File: src/rtl/ptr_pkg.sv
package ptr_pkg;

  // Item kinds carried on the slave tuser lane.
  typedef enum logic [1:0] {
    CMD_READ  = 2'd0,
    CMD_WRITE = 2'd1,
    CMD_TICK  = 2'd2,
    CMD_NONE  = 2'd3
  } cmd_e;

  // Register offsets within the timer block.
  localparam logic [3:0] OFF_DIV   = 4'd4;
  localparam logic [3:0] OFF_CNT   = 4'd5;
  localparam logic [3:0] OFF_MOD   = 4'd6;
  localparam logic [3:0] OFF_CTRL  = 4'd7;
  localparam logic [3:0] OFF_FLAGS = 4'd15;

  // Bits ORed into the flags register when the counter wraps.
  localparam logic [7:0] FLAG_SET = 8'hE4;

  // Control register fields.
  localparam int unsigned CTRL_EN_BIT = 2;

  localparam int unsigned CF_W   = 11;
  localparam int unsigned CF_ACC = CF_W + 1;

  // Controller states.
  typedef enum logic [1:0] {
    ST_IDLE,
    ST_EXEC,
    ST_COUNT,
    ST_DONE
  } state_e;

  // Commands from the controller to the datapath.
  typedef struct packed {
    logic capture;
    logic exec;
    logic count_step;
    logic count_end;
    logic load_out;
  } ctrl_cmd_t;

  // Status from the datapath to the controller.
  typedef struct packed {
    logic       is_tick;
    logic       cnt_en;
    logic       cf_ge;
    logic       wrapped;
    logic [7:0] irq_flags;
  } dp_status_t;

  // Counter period in ticks for the two select bits of the control register.
  function automatic logic [CF_ACC-1:0] period_of(input logic [1:0] sel);
    logic [CF_ACC-1:0] p;
    case (sel)
      2'd0:    p = 12'd1024;
      2'd1:    p = 12'd16;
      2'd2:    p = 12'd64;
      default: p = 12'd256;
    endcase
    return p;
  endfunction

endpackage

File: src/rtl/ptr_ctrl.sv
module ptr_ctrl (
  input  logic                   clk_i,
  input  logic                   rst_ni,
  input  logic                   s_axis_tvalid,
  output logic                   s_axis_tready,
  output logic                   m_axis_tvalid,
  input  logic                   m_axis_tready,
  input  ptr_pkg::dp_status_t    status_i,
  output ptr_pkg::ctrl_cmd_t     cmd_o,
  output ptr_pkg::state_e        state_o
);

  ptr_pkg::state_e state_q, state_d;
  logic            out_valid_q, out_valid_d;

  // State and result-valid registers.
  always_ff @(posedge clk_i or negedge rst_ni) begin
    if (!rst_ni) begin
      state_q     <= ptr_pkg::ST_IDLE;
      out_valid_q <= 1'b0;
    end else begin
      state_q     <= state_d;
      out_valid_q <= out_valid_d;
    end
  end

  // Next-state logic.
  always_comb begin
    state_d = state_q;
    case (state_q)
      ptr_pkg::ST_IDLE: begin
        if (s_axis_tvalid) begin
          state_d = ptr_pkg::ST_EXEC;
        end
      end
      ptr_pkg::ST_EXEC: begin
        if (status_i.is_tick && status_i.cnt_en) begin
          state_d = ptr_pkg::ST_COUNT;
        end else begin
          state_d = ptr_pkg::ST_DONE;
        end
      end
      ptr_pkg::ST_COUNT: begin
        if (!status_i.cf_ge) begin
          state_d = ptr_pkg::ST_DONE;
        end
      end
      ptr_pkg::ST_DONE: begin
        if (!out_valid_q || m_axis_tready) begin
          state_d = ptr_pkg::ST_IDLE;
        end
      end
      default: state_d = ptr_pkg::ST_IDLE;
    endcase
  end

  // Output decode: datapath commands and handshake signals.
  always_comb begin
    cmd_o            = '0;
    cmd_o.capture    = (state_q == ptr_pkg::ST_IDLE) && s_axis_tvalid;
    cmd_o.exec       = (state_q == ptr_pkg::ST_EXEC);
    cmd_o.count_step = (state_q == ptr_pkg::ST_COUNT) && status_i.cf_ge;
    cmd_o.count_end  = (state_q == ptr_pkg::ST_COUNT) && !status_i.cf_ge;
    cmd_o.load_out   = (state_q == ptr_pkg::ST_DONE) && (!out_valid_q || m_axis_tready);
    s_axis_tready    = (state_q == ptr_pkg::ST_IDLE);
  end

  // The result word stays valid until taken unless a fresh one replaces it.
  always_comb begin
    out_valid_d = out_valid_q;
    if (cmd_o.load_out) begin
      out_valid_d = 1'b1;
    end else if (m_axis_tready) begin
      out_valid_d = 1'b0;
    end
  end

  assign m_axis_tvalid = out_valid_q;
  assign state_o       = state_q;

endmodule

File: src/rtl/ptr_dp.sv
module ptr_dp (
  input  logic                clk_i,
  input  logic                rst_ni,
  input  logic [1:0]          item_cmd_i,
  input  logic [23:0]         item_data_i,
  input  ptr_pkg::ctrl_cmd_t  cmd_i,
  output ptr_pkg::dp_status_t status_o,
  output logic [15:0]         out_data_o
);

  // Captured item.
  ptr_pkg::cmd_e kind_q;
  logic [3:0]    off_q;
  logic [7:0]    wdata_q;
  logic [7:0]    ticks_q;

  // Timer registers.
  logic [7:0]              div_q;
  logic [7:0]              div_frac_q;
  logic [7:0]              cnt_q;
  logic [ptr_pkg::CF_W-1:0] cnt_frac_q;
  logic [7:0]              mod_q;
  logic [7:0]              ctrl_q;
  logic [7:0]              flags_q;

  // Working state for the current item.
  logic [ptr_pkg::CF_ACC-1:0] acc_q;
  logic [7:0]                 rd_q;
  logic                       wrapped_q;
  logic [8:0]                 out_q;

  logic [ptr_pkg::CF_ACC-1:0] period;
  logic [8:0]                 div_sum;
  logic [7:0]                 rd_mux;

  assign period  = ptr_pkg::period_of(ctrl_q[1:0]);
  assign div_sum = {1'b0, div_frac_q} + {1'b0, ticks_q};

  // Register read mux; unmapped offsets read as zero.
  always_comb begin
    case (off_q)
      ptr_pkg::OFF_DIV:   rd_mux = div_q;
      ptr_pkg::OFF_CNT:   rd_mux = cnt_q;
      ptr_pkg::OFF_MOD:   rd_mux = mod_q;
      ptr_pkg::OFF_CTRL:  rd_mux = ctrl_q;
      ptr_pkg::OFF_FLAGS: rd_mux = flags_q;
      default:            rd_mux = 8'd0;
    endcase
  end

  // Item capture and result word; payload only, no reset needed.
  always_ff @(posedge clk_i) begin
    if (cmd_i.capture) begin
      kind_q  <= ptr_pkg::cmd_e'(item_cmd_i);
      off_q   <= item_data_i[3:0];
      wdata_q <= item_data_i[11:4];
      ticks_q <= item_data_i[19:12];
    end
    if (cmd_i.load_out) begin
      out_q <= {wrapped_q, rd_q};
    end
  end

  // Timer registers and the increment loop.
  always_ff @(posedge clk_i or negedge rst_ni) begin
    if (!rst_ni) begin
      div_q      <= '0;
      div_frac_q <= '0;
      cnt_q      <= '0;
      cnt_frac_q <= '0;
      mod_q      <= '0;
      ctrl_q     <= '0;
      flags_q    <= '0;
      acc_q      <= '0;
      rd_q       <= '0;
      wrapped_q  <= 1'b0;
    end else begin
      if (cmd_i.exec) begin
        rd_q      <= (kind_q == ptr_pkg::CMD_READ) ? rd_mux : 8'd0;
        wrapped_q <= 1'b0;
        if (kind_q == ptr_pkg::CMD_WRITE) begin
          case (off_q)
            ptr_pkg::OFF_DIV:   div_q   <= 8'd0;
            ptr_pkg::OFF_CNT:   cnt_q   <= wdata_q;
            ptr_pkg::OFF_MOD:   mod_q   <= wdata_q;
            ptr_pkg::OFF_CTRL:  ctrl_q  <= wdata_q;
            ptr_pkg::OFF_FLAGS: flags_q <= wdata_q;
            default: ;
          endcase
        end
        if (kind_q == ptr_pkg::CMD_TICK) begin
          // The divider steps at most once per tick; the carry is that step.
          div_frac_q <= div_sum[7:0];
          div_q      <= div_q + {7'd0, div_sum[8]};
          acc_q      <= {1'b0, cnt_frac_q} + {4'd0, ticks_q};
        end
      end
      // One counter increment per cycle while a full period remains.
      if (cmd_i.count_step) begin
        acc_q <= acc_q - period;
        if (cnt_q == 8'hFF) begin
          cnt_q     <= mod_q;
          flags_q   <= flags_q | ptr_pkg::FLAG_SET;
          wrapped_q <= 1'b1;
        end else begin
          cnt_q <= cnt_q + 8'd1;
        end
      end
      if (cmd_i.count_end) begin
        cnt_frac_q <= acc_q[ptr_pkg::CF_W-1:0];
      end
    end
  end

  always_comb begin
    status_o           = '0;
    status_o.is_tick   = (kind_q == ptr_pkg::CMD_TICK);
    status_o.cnt_en    = ctrl_q[ptr_pkg::CTRL_EN_BIT];
    status_o.cf_ge     = (acc_q >= period);
    status_o.wrapped   = wrapped_q;
    status_o.irq_flags = flags_q;
  end

  assign out_data_o = {7'd0, out_q};

endmodule

File: src/rtl/prescaled_timer_with_reload_top.sv
// A read, a write or a tick with the counter disabled is captured in IDLE, executed in
// EXEC and loaded as its result word in DONE; an enabled tick passes through COUNT
// between EXEC and DONE, one counter increment per cycle in the step loop.
// One item is handled at a time; the next item is accepted while a result waits.
// Reset: rst_ni is asynchronous, active low, and clears all timer registers to zero.
module prescaled_timer_with_reload_top (
  input  logic        clk_i,
  input  logic        rst_ni,
  input  logic        s_axis_tvalid,
  output logic        s_axis_tready,
  input  logic [23:0] s_axis_tdata,  // [3:0] reg_offset, [11:4] write_data, [19:12] tick_count
  input  logic [1:0]  s_axis_tuser,  // [1:0] cmd
  output logic        m_axis_tvalid,
  input  logic        m_axis_tready,
  output logic [15:0] m_axis_tdata   // [7:0] read_data, [8] overflow_irq
);

  ptr_pkg::ctrl_cmd_t  cmd;
  ptr_pkg::dp_status_t status;
  ptr_pkg::state_e     state;

  // Controller: sequences each item and owns the handshakes.
  ptr_ctrl u_ctrl (
    .clk_i         (clk_i),
    .rst_ni        (rst_ni),
    .s_axis_tvalid (s_axis_tvalid),
    .s_axis_tready (s_axis_tready),
    .m_axis_tvalid (m_axis_tvalid),
    .m_axis_tready (m_axis_tready),
    .status_i      (status),
    .cmd_o         (cmd),
    .state_o       (state)
  );

  // Datapath: timer registers, increment loop and result word.
  ptr_dp u_dp (
    .clk_i       (clk_i),
    .rst_ni      (rst_ni),
    .item_cmd_i  (s_axis_tuser),
    .item_data_i (s_axis_tdata),
    .cmd_i       (cmd),
    .status_o    (status),
    .out_data_o  (m_axis_tdata)
  );

  // A wrap reported in the result word must have raised the flag bits.
  assert property (@(posedge clk_i) disable iff (!rst_ni)
    cmd.load_out && status.wrapped |=>
      ((status.irq_flags & ptr_pkg::FLAG_SET) == ptr_pkg::FLAG_SET))
    else $error("wrap reported without flags set");

  // The step loop finishes only once less than a full period remains.
  assert property (@(posedge clk_i) disable iff (!rst_ni)
    (state == ptr_pkg::ST_COUNT) && !status.cf_ge |=> (state == ptr_pkg::ST_DONE))
    else $error("step loop did not finish");

  // A new result word may only be loaded when the previous one is gone or taken.
  assert property (@(posedge clk_i) disable iff (!rst_ni)
    cmd.load_out |-> (!m_axis_tvalid || m_axis_tready))
    else $error("result word overwritten");

endmodule

File: config.mk
export PLATFORM = sky130hd
export DESIGN_NAME = prescaled_timer_with_reload_top
export DESIGN_NICKNAME = d
export VERILOG_FILES = /design/src/rtl/ptr_pkg.sv /design/src/rtl/ptr_ctrl.sv /design/src/rtl/ptr_dp.sv /design/src/rtl/prescaled_timer_with_reload_top.sv
export SDC_FILE = /design/constraint.sdc
export NUM_CORES = 1
export LEC_CHECK = 0
export ABC_AREA = 1
export BUFFER_PORTS_ARGS = -buffer_cell sky130_fd_sc_hd__buf_2
export CELL_PAD_IN_SITES_DETAIL_PLACEMENT = 0
export CELL_PAD_IN_SITES_GLOBAL_PLACEMENT = 1
export CORE_MARGIN = 2
export CORE_UTILIZATION = 25
export CTS_CLUSTER_SIZE = 40
export DETAILED_ROUTE_END_ITERATION = 10
export GPL_TIMING_DRIVEN = 0
export PLACE_DENSITY = 0.51
export REMOVE_ABC_BUFFERS = 1
export SYNTH_ARGS = -nofsm -noshare
export SYNTH_HDL_FRONTEND = slang
export SYNTH_SLANG_ARGS = --single-unit
File: constraint.sdc
create_clock -name clk_i -period 2.8 [get_ports clk_i]
set_clock_uncertainty 0.05 [all_clocks]
set_input_delay 0.7 -clock clk_i [delete_from_list [all_inputs] [get_ports clk_i]]
set_output_delay 0.7 -clock clk_i [all_outputs]
set_load 0.01 [all_outputs]
==> summary.md <==
| Metric | Value |
|---|---|
| Status | `finished clean` |
| Gr busiest metal | `met2` |
| Post-CTS setup buffers | `0` |
| Io pins | `48` |
| Top FF cell, synth | `dfrtp_1` |
| Crit path cell chain | `inv_1 > nor2_1 > ha_1 > ha_1 > inv_1 > nand2_1 > nand2_1 > nand2_1 > nand2_1 > inv_2 > nand2_4 > nand2_4 > nand2_2 > inv_1 > nand2_1 > nand3_1` |
| Pwr Density | `between 1000 and 1500 nW/um^2` |
| CTS root buf | `clkbuf_16` |
| Most frequent CP cell | `nand2_1` |
| TritonCTS clock tree | `built` |
| CTS Sinks | `between 100 and 150` |
| Setup WS post-layout | `0.241 ns` |
| Setup crit start | `u_dp.ctrl_q[0]` |
| Met2 Track Usage GR | `0.223` |
| Synthesized cell area | `6350 um^2` |
| Grt ovf | `0` |
| Buffers on Ports | `36` |
| Synthesized instance count | `785` |
| Clk slew on worst S/H paths | `0.06 ns` |
| Post_cts resized | `0` |
| Total GRT Usage | `0.143` |
| Storage cell area | `3010 um^2` |
| Via-to-Cell Ratio | `4.35` |
| Crit path launch type | `flop` |
| Die height | `163 um` |
| H-tree depth | `4` |
| Drt drc | `0` |
| Final antenna-violating net count | `0` |
| # fillers | `2,681` |
| Hold Path Class | `in -> async` |
| Switching power total | `3.40 mW` |
| Max_cap viols | `0` |
| Endpoints failing hold | `0` |
| Initial DRT Pass Iterations | `7` |
| Relative slew margins | `0.214` |
| RSZ-0062 raised after global routing | `yes` |
| Core area | `between 20,000 and 30,000 um^2` |
| Drt initial violations | `320` |
| FFs w/ async S/R, synth | `0.728` |
| Footprint of the multi-input gates | `2890 um^2` |
| Peak supply drop | `459 uV` |
| Largest net degree at the start of global routing | `55` |
| Final Util | `0.303` |
| Floorplan row count | `58` |
| Post-synthesis sequential area ratio | `0.473` |
| Total die area | `26,700 um^2` |
| CP required | `slightly above 3 ns` |
| Initial antenna violation count | `0` |
| Dpl hpwl | `between 10,000 and 15,000 um` |
| WP buf/inv | `4` |
| RR Startpoint | `u_dp.ctrl_q[0]` |
| Vias in the first global route | `5,172` |
| Comb power frac | `0.395` |
| Count of unique library cells instantiated by Yosys | `44` |
| Final Max Tran Viols | `0` |
| Fin crit period | `approximately 2.6 ns` |
| Post-synth EDFFs | `31` |
| Worst Path Max Fanout | `20` |
| Ys Warns | `0` |
| Gpl congestion | `0.778` |
| Sw Ratio | `0.405` |
| Nets | `894` |
| GR Layer Usage met1 | `0.203` |
| Fmax | `a little under 400 MHz` |
| Vias | `roughly 5k` |
| Clock share of power | `0.284` |
| P_int | `4.98 mW` |
| Largest delay share family, worst path | `simple AND/OR/NAND/NOR gates` |
| Wire per inst | `15.0 um` |
| Hold_buf cts | `0` |
| Worst skew pair latency | `0.41 ns` |
| Grt met3 use | `0.0264` |
| Category of the critical setup timing path | `reg -> reg` |
| Period utilization | `0.914` |
| Starting density of the core | `0.254` |
| Worst-margin pin slew | `1.18 ns` |
| Highest-delay cell along the critical path | `dfrtp_1` |
| Area growth syn-to-layout | `19.3%` |
| Crit. End Element | `flop` |
| Clock Tree Buf Depth | `2` |
| Static Leak | `approximately 3.7 nW` |
| Arrival time at the worst endpoint | `approximately 2.8 ns` |
| First-pass GRT wire length | `a little under 30,000 um` |
| Syn Area/Cell | `8.10 um^2` |
| CTS Buf Count | `17` |
| Pre-CTS WS | `0.101 ns` |
| Drt total wl | `17,600 um` |
| Sequential share of power | `0.320` |
| Flops & latches, synth | `114` |
| Final setup viols | `0` |
| Layout cells sized above 1 | `0.115` |
| Antenna cells | `0` |
| Worst path max stage delay | `roughly 0.40 ns` |
| Horiz. Die Dim | `163 um` |
[power groups by stage]
stage               sequential [mW]  combinational, mW  clock [mW]
CTS                            2.68               3.33        2.44
global placement               2.70               3.33           0
floorplan                      2.57               2.45           0
finish                         2.68               3.31        2.38
detailed placement             2.70               3.32           0
global route                   2.76               3.88        2.52
[worst register-to-register path: cells and delay by family (launching register included)]
| family | cells | cell delay [ns] |
|---|---|---|
| buf+inv | 4 | 0.43 |
| simple gates | 10 | 1.15 |
| flops | 1 | 0.40 |
| fa+ha+maj | 2 | 0.41 |
[cell families (layout without fill, tap and decap cells)]
family          count (synthesis)  count (layout)  synth area share
fa+ha+maj                      33              33            0.0673
buf+inv                       128             181            0.0831
other cells                     1               7          0.000590
simple gates                  385             385             0.259
xor+xnor                       14              14            0.0193
flops                         114             114             0.473
compound gates                110             110            0.0979
[per-layer routing]
layer	vias up	part of all wire
met1	2407	0.51
li1	2622	-
met3	9	0.028
met5	-	0
met2	70	0.46
met4	0	0.0099
[flip-flops by register name, summed over array words and instances (netlist names), 2 cells and up]
signal / flops
u_dp.ticks_q: 8
u_dp.out_q: 9
u_dp.cnt_q: 8
u_dp.off_q: 4
u_dp.cnt_frac_q: 11
u_dp.div_frac_q: 8
u_dp.div_q: 8
u_dp.wdata_q: 8
u_dp.acc_q: 12
u_dp.ctrl_q: 8
u_dp.rd_q: 8
u_dp.mod_q: 8
u_dp.flags_q: 8
u_dp.kind_q: 2
u_ctrl.state_o: 2
[cells in the final DEF (no fill, tap or decap), drive strengths merged]
cell | netlist | routed
o21a | 3 | 3
xor2 | 9 | 9
o31ai | 2 | 2
bufinv | 0 | 4
nand3b | 1 | 1
a31oi | 3 | 3
inv | 110 | 111
nor2 | 42 | 42
conb | 1 | 7
nor3 | 11 | 11
o211ai | 8 | 8
xnor2 | 5 | 5
clkinvlp | 0 | 2
nand2 | 269 | 269
o21ai | 64 | 64
fa | 2 | 2
clkinv | 2 | 6
edfxtp | 31 | 31
o22ai | 7 | 7
nand4 | 10 | 10
o21bai | 2 | 2
clkbuf | 4 | 21
or2 | 5 | 5
nand3 | 45 | 45
a21o | 1 | 1
dfrtp | 83 | 83
o221ai | 2 | 2
a22o | 1 | 1
nor3b | 1 | 1
ha | 31 | 31
a21oi | 17 | 17
and2 | 1 | 1
buf | 12 | 37
[synth_stat cells (5+ instances only)]
cell type / number / area share
nand2_1: 265 / 0.16
inv_1: 107 / 0.063
dfrtp_1: 83 / 0.33
o21ai_0: 62 / 0.049
nand3_1: 41 / 0.032
nor2_1: 38 / 0.022
edfxtp_1: 31 / 0.15
ha_1: 31 / 0.061
a21oi_1: 16 / 0.013
nor3_1: 10 / 0.0079
nand4_1: 9 / 0.0089
xor2_1: 9 / 0.012
buf_4: 8 / 0.0095
o211ai_1: 8 / 0.0095
o22ai_1: 7 / 0.0069
xnor2_1: 5 / 0.0069
[stage by stage]
step           hold WS (ns)  setup TNS (ns)  total power, mW  cell area, um^2  cells
4_1_cts               0.186               0             8.45             7540   1174
6_report              0.176               0             8.38             7580   1174
3_3_place_gp          0.389           -1.07             6.03             6860   1141
5_1_grt               0.197         -0.0117             9.16             7580   1174
3_5_place_dp          0.382               0             6.01             6890   1142
2_1_floorplan         0.354               0             5.02             6270    775
[layout make-up]
cell class | count | share of cell area
clock buffer | 21 | 0.0620
clock inverter | 11 | 0.0231
inverter | 112 | 0.0554
multi-input combinational | 549 | 0.381
sequential | 114 | 0.397
tap | 330 | 0.0544
timing repair buffer | 37 | 0.0277
[final timing paths]
kind / endpoint / slack, ns / depth (start not counted)
worst min register to register: u_dp.out_q[1] / 0.40 / 0
min in group clk_i: u_dp.out_q[1] / 0.40 / 0
worst max-delay path: u_dp.acc_q[4] / 0.24 / 16
worst min-delay path: u_dp.div_frac_q[2] / 0.18 / 1
worst max register to register: u_dp.acc_q[4] / 0.24 / 16
max in group asynchronous: u_dp.mod_q[1] / 1.87 / 2
(Power assumes the default switching activity.)
